## config.mk

```make
export PLATFORM = sky130hd
export DESIGN_NAME = gws_merge
export DESIGN_NICKNAME = d
export VERILOG_FILES = /design/src/sv/gws_pkg.sv /design/src/sv/gws_merge.sv
export SDC_FILE = /design/constraint.sdc
export NUM_CORES = 1
export LEC_CHECK = 0
export ABC_AREA = 1
export BUFFER_PORTS_ARGS = -buffer_cell sky130_fd_sc_hd__buf_2
export CAP_MARGIN = 5
export CORE_AREA = 2 2 225 227
export DETAILED_ROUTE_END_ITERATION = 8
export DIE_AREA = 0 0 227 229
export SKIP_CTS_REPAIR_TIMING = 1
export SLEW_MARGIN = 25
export SYNTH_ARGS = -nofsm -noshare
export SYNTH_HDL_FRONTEND = slang
export SYNTH_SLANG_ARGS = --single-unit
```

## constraint.sdc

```tcl
create_clock -name clk -period 1.68 [get_ports clk]
set_clock_uncertainty 0.05 [all_clocks]
set_input_delay 0.084 -clock clk [delete_from_list [all_inputs] [get_ports clk]]
set_output_delay 0.084 -clock clk [all_outputs]
set_load 0.005 [all_outputs]
```

## src/sv/gws_pkg.sv

```systemverilog
// Shared types, constants and the coefficient generator for the Gaussian window smoother.
`default_nettype none

package gws_pkg;

	localparam int NCH          = 6;
	localparam int DATA_W       = 32;
	localparam int ACC_W        = 64;
	localparam int SERIES_TERMS = 24;

	localparam logic signed [ACC_W-1:0] SAT_MAX = 64'sh0000_0000_7FFF_FFFF;
	localparam logic signed [ACC_W-1:0] SAT_MIN = 64'shFFFF_FFFF_8000_0000;

	// per-lane strobes issued by the sequencer
	typedef struct packed {
		logic wr_en;
		logic rd_en;
		logic first;
	} lane_ctrl_t;

	// unsigned quotient by restoring long division; den must be non-zero
	function automatic logic [63:0] gws_udiv(input logic [63:0] num, input logic [63:0] den);
		logic [64:0] part;
		logic [63:0] quo;
		part = '0;
		quo  = '0;
		for (int b = 63; b >= 0; b--) begin
			part = {part[63:0], num[b]};
			if (part >= {1'b0, den}) begin
				part   = part - {1'b0, den};
				quo[b] = 1'b1;
			end
		end
		return quo;
	endfunction

	// Q32 value of e^-(rem/den) by a truncated Taylor series
	function automatic logic [63:0] gws_exp_neg(input logic [63:0] rem, input logic [63:0] den);
		logic [63:0] term;
		logic [63:0] pos;
		logic [63:0] neg;
		term = 64'd1 << 32;
		pos  = 64'd1 << 32;
		neg  = 64'd0;
		for (int k = 1; k <= SERIES_TERMS; k++) begin
			term = gws_udiv(term * rem, den * 64'(k));
			if (k % 2 == 1) begin
				neg = neg + term;
			end else begin
				pos = pos + term;
			end
		end
		return (pos > neg) ? pos - neg : 64'd0;
	endfunction

	// Q32 Gaussian weight at distance d from the centre tap
	function automatic logic [63:0] gws_gauss(input int d, input int sigma);
		logic [63:0] num;
		logic [63:0] den;
		logic [63:0] n;
		logic [63:0] e1;
		logic [63:0] g;
		logic [63:0] j;
		num = 64'(d) * 64'(d);
		den = 64'd2 * 64'(sigma) * 64'(sigma);
		if (den == 64'd0) begin
			den = 64'd1;
		end
		n  = gws_udiv(num, den);
		g  = gws_exp_neg(num - n * den, den);
		e1 = gws_exp_neg(64'd1, 64'd1);
		j  = 64'd0;
		while (j < n && g != 64'd0) begin
			g = (g * e1 + (64'd1 << 31)) >> 32;
			j = j + 64'd1;
		end
		return g;
	endfunction

	// sum of the Q32 weights over the whole kernel, never zero
	function automatic logic [63:0] gws_gauss_sum(input int taps, input int sigma);
		int          klen;
		int          mid;
		int          d;
		logic [63:0] sum;
		klen = taps | 1;
		mid  = (klen - 1) >> 1;
		sum  = 64'd0;
		for (int i = 0; i < klen; i++) begin
			d   = (i < mid) ? mid - i : i - mid;
			sum = sum + gws_gauss(d, sigma);
		end
		if (sum == 64'd0) begin
			sum = 64'd1;
		end
		return sum;
	endfunction

	// normalised kernel coefficient for tap idx, cfb fraction bits, given the weight sum
	function automatic logic [63:0] gws_coef(input int taps, input int sigma, input int cfb,
			input int idx, input logic [63:0] sum);
		int          klen;
		int          mid;
		int          d;
		logic [63:0] gi;
		klen = taps | 1;
		mid  = (klen - 1) >> 1;
		d    = (idx < mid) ? mid - idx : idx - mid;
		gi   = gws_gauss(d, sigma);
		return gws_udiv((gi << cfb) + (sum >> 1), sum);
	endfunction

endpackage

`default_nettype wire

```

## src/sv/gws_merge.sv

```systemverilog
// Merging stage: rounds and saturates the lane sums into the output register.
`default_nettype none

module gws_merge import gws_pkg::*; #(
	parameter int COEF_FRAC_BITS = 24
) (
	input  wire logic                  clk,
	input  wire logic                  arst_n,
	input  wire logic                  load,
	input  wire logic signed [ACC_W-1:0] acc [NCH],
	output logic                       free,
	output logic                       m_tvalid,
	input  wire logic                  m_tready,
	output logic [NCH*DATA_W-1:0]      m_tdata
);

	localparam logic signed [ACC_W-1:0] HALF = ACC_W'(1) << (COEF_FRAC_BITS - 1);

	logic signed [ACC_W-1:0]  rnd [NCH];
	logic signed [ACC_W-1:0]  shr [NCH];
	logic [NCH*DATA_W-1:0]    res;
	logic                     valid_q;
	logic [NCH*DATA_W-1:0]    data_q;

	always_comb begin
		for (int c = 0; c < NCH; c++) begin
			rnd[c] = acc[c] + HALF;
			shr[c] = rnd[c] >>> COEF_FRAC_BITS;
			if (shr[c] > SAT_MAX) begin
				res[c*DATA_W +: DATA_W] = SAT_MAX[DATA_W-1:0];
			end else if (shr[c] < SAT_MIN) begin
				res[c*DATA_W +: DATA_W] = SAT_MIN[DATA_W-1:0];
			end else begin
				res[c*DATA_W +: DATA_W] = shr[c][DATA_W-1:0];
			end
		end
	end

	assign free = !valid_q || m_tready;

	always_ff @(posedge clk or negedge arst_n) begin
		if (!arst_n) begin
			valid_q <= 1'b0;
		end else if (load) begin
			valid_q <= 1'b1;
		end else if (m_tready) begin
			valid_q <= 1'b0;
		end
	end

	always_ff @(posedge clk) begin
		if (load) begin
			data_q <= res;
		end
	end

	assign m_tvalid = valid_q;
	assign m_tdata  = data_q;

endmodule

`default_nettype wire

```

==> out/qor.txt <==
Status -> complete, but fails checks
Failing checks -> negative hold slack
Clock transition at path regs -> 80 ps
CTS tree -> yes
Max incr delay on CP -> 230 ps
Drc violations -> 0
Number of buffers created by CTS -> 17
Most frequent CP cell -> nand2_1
Cell variety after synth -> 33
Final instance count without filler cells -> 3730
Mapped cell area -> 14600 µm²
Mapped Avg Cell Area -> 7.05 µm²
DR WL/cell -> 15.0 µm
Combinational power share -> 0.238
Fmax -> 623 MHz
Starting Density -> 0.294
Sequential Power Share -> 0.449
Max IR drop VDD -> 0.000563 V
Startpoint Class -> input pin
Pin count of the biggest net entering global routing -> 56
CP cell instances -> buf_2 > nand2_1 > nor2_2 > nand2_1 > nor2_1 > nand2_1 > nand2_1 > nand2_1 > nor3_1 > nand3_2 > nand2_4 > clkbuf_16 > nand2_1
Std cell rows -> 82
DR vias -> 16.7k
Max-Cap Viols -> 0
Synth Warn # -> 0
Synth Instances -> 2074
Async S/R FF share, synth -> 0.00518
Fin Hold WS -> -25.0 ps
Routed wire length -> 56000 µm
DIE HEIGHT -> 229 µm
Global Route Usage Sum -> 0.212
Synthesized flop and latch total -> 193
Switching share of power -> 0.291
Global route total overflow -> 0
Crit path buf inv count -> 2
Nets -> 3427
GP Congestion -> 0.947
Clock sinks -> 193
Mapped Nets -> 2468
Routed Antenna Nets -> 0
Share of cells above drive strength 1 -> 0.358
HPWL after DPL -> 47900 µm
Fin crit period -> 1600 ps
Synth area leader -> edfxtp_1
Via density -> 4.48
First-pass GRT wire length -> 84900 µm
DP Cell Count -> 3663
Clock root buffer master -> clkbuf_16
Count leader, synth -> nand2_1
CP arrival -> 1810 ps
CP max FO -> 10
Final Cycle Share -> 0.955
Worst min-delay path class -> in -> reg
P per Cell Area -> 582 nW/µm²
Final setup viols -> 0
Leakage power -> 10.8 nW
P_sw -> 3.82 mW
Router iterations before antenna repair -> 5
Max Slew Vio Count -> 0
Die area -> 52000 µm²
Port bufs -> 443
Internal Pwr Total -> 9.32 mW
Worst-Skew Late Latency -> 490 ps
CTS H-tree lvls -> 4
CP endpoint kind -> flop
Initial antenna violation count -> 27
Slew Limit Headroom -> 0.737
Critical path data required time -> 1880 ps
Final Instance Area -> 22600 µm²
Setup Crit Path Kind -> in -> reg
Slowest CP cell -> nor2_1
Core area -> 49700 µm²
Worst Tran Pin Value -> 391 ps
Largest delay share family, worst path -> simple AND/OR/NAND/NOR gates
Top cell type's share of synthesized area -> 0.394
Post-synth EDFFs -> 192
Placement Cell Area -> 21600 µm²
Synth top area cells -> edfxtp_1, nand2_1, nor2_1
CTS max path bufs -> 2
Clk pwr share -> 0.313
Die width -> 227 µm
I/O pin count -> 582
P&R area growth vs syn -> 54.6%
Sequential area share after synthesis -> 0.396
Most instantiated cells after synthesis -> nand2_1, nor2_1, edfxtp_1, inv_1, nand3_1
Endpoints failing hold -> 9
Main synth FF type -> edfxtp_1
Vias in the first global route -> 16.1k
DR iter-0 viols -> 929
-- cell usage in the layout (no fill, tap or decap), types with 4 or more instances in the layout --
cell type      count
nor2_2            32
nand3_1           96
inv_6              6
edfxtp_1         192
and2_1             4
diode_2           12
ha_4               6
clkbuf_16         18
xor2_1            94
nand4_1           51
nor2_1           296
nand2_4            6
buf_4            491
nand3_2            6
nand2_2           18
buf_12            18
buf_2            442
nor3_1            30
nand3b_1          13
dlygate4sd3_1     22
inv_1            155
xnor2_1           88
nor2_4            20
nand2_1          907
-- worst register-to-register path, cell delays in order (launching register included) --
cell and delay (ps):
dfrtp_1 390, nand2_1 80, nand2_1 50
-- cells by family after synthesis --
group / Yosys count / synth area share
simple gates: 1491 / 0.423
flops: 193 / 0.396
compound gates: 2 / 0.00111
fa+ha+maj: 6 / 0.00514
buf+inv: 196 / 0.0619
xor+xnor: 186 / 0.113
-- cell type report --
class	count	area (µm²)
Inverter	160	602
Sequential cell	193	5790
Clock inverter	15	148
Antenna cell	12	30.0
Tap cell	672	841
Multi-Input combinational cell	1685	8230
Timing Repair Buffer	976	6530
Clock buffer	17	425
Fill cell	5159	27100
-- per-layer routing --
metal / vias to the layer above / global-route usage / wire [µm]
li1: 8489 / - / -
met1: 7603 / 0.254 / 23200
met2: 493 / 0.360 / 26700
met3: 99 / 0.0659 / 4470
met4: 28 / 0.0668 / 1380
met5: - / 0 / 172
-- path summary, 6_finish.rpt --
| check | cells after the start | to | slack [ps] | startpoint |
|---|---|---|---|---|
| min reg2reg | 2 | m_tvalid | 470 | m_tvalid |
| min | 5 | m_tdata[57] | -30 | acc[305] |
| max reg2reg | 2 | m_tvalid | 990 | m_tvalid |
| max in group asynchronous | 3 | m_tvalid | 1110 | arst_n |
| max | 13 | m_tdata[138] | 80 | acc[106] |
| min in group asynchronous | 3 | m_tvalid | 360 | arst_n |
-- registers in the layout, indices dropped and copies added, names as in the netlist --
name,cells
m_tdata,192
m_tvalid,1
-- power by group through the flow --
| stage | Sequential [mW] | Clock (mW) | Combinational [mW] |
|---|---|---|---|
| 2_1_floorplan | 6.05 | 0 | 1.05 |
| 3_3_place_gp | 6.00 | 0 | 3.05 |
| 3_5_place_dp | 6.00 | 0 | 3.07 |
| 4_1_cts | 5.90 | 4.27 | 3.08 |
| 5_1_grt | 5.94 | 4.40 | 3.45 |
| 6_report | 5.90 | 4.12 | 3.13 |
-- stage by stage --
stage | util | power (mW) | worst slack, ps | TNS [ps]
2_1_floorplan | - | 7.10 | -89.0 | -6420
3_3_place_gp | 0.436 | 9.05 | -479 | -63990
3_5_place_dp | 0.436 | 9.07 | -470 | -68340
4_1_cts | 0.447 | 13.3 | 91.4 | 0
5_1_grt | 0.455 | 13.8 | -13.6 | -35.2
6_report | 0.455 | 13.1 | 75.6 | 0
Note: power is estimated with default switching activity, not from simulation.
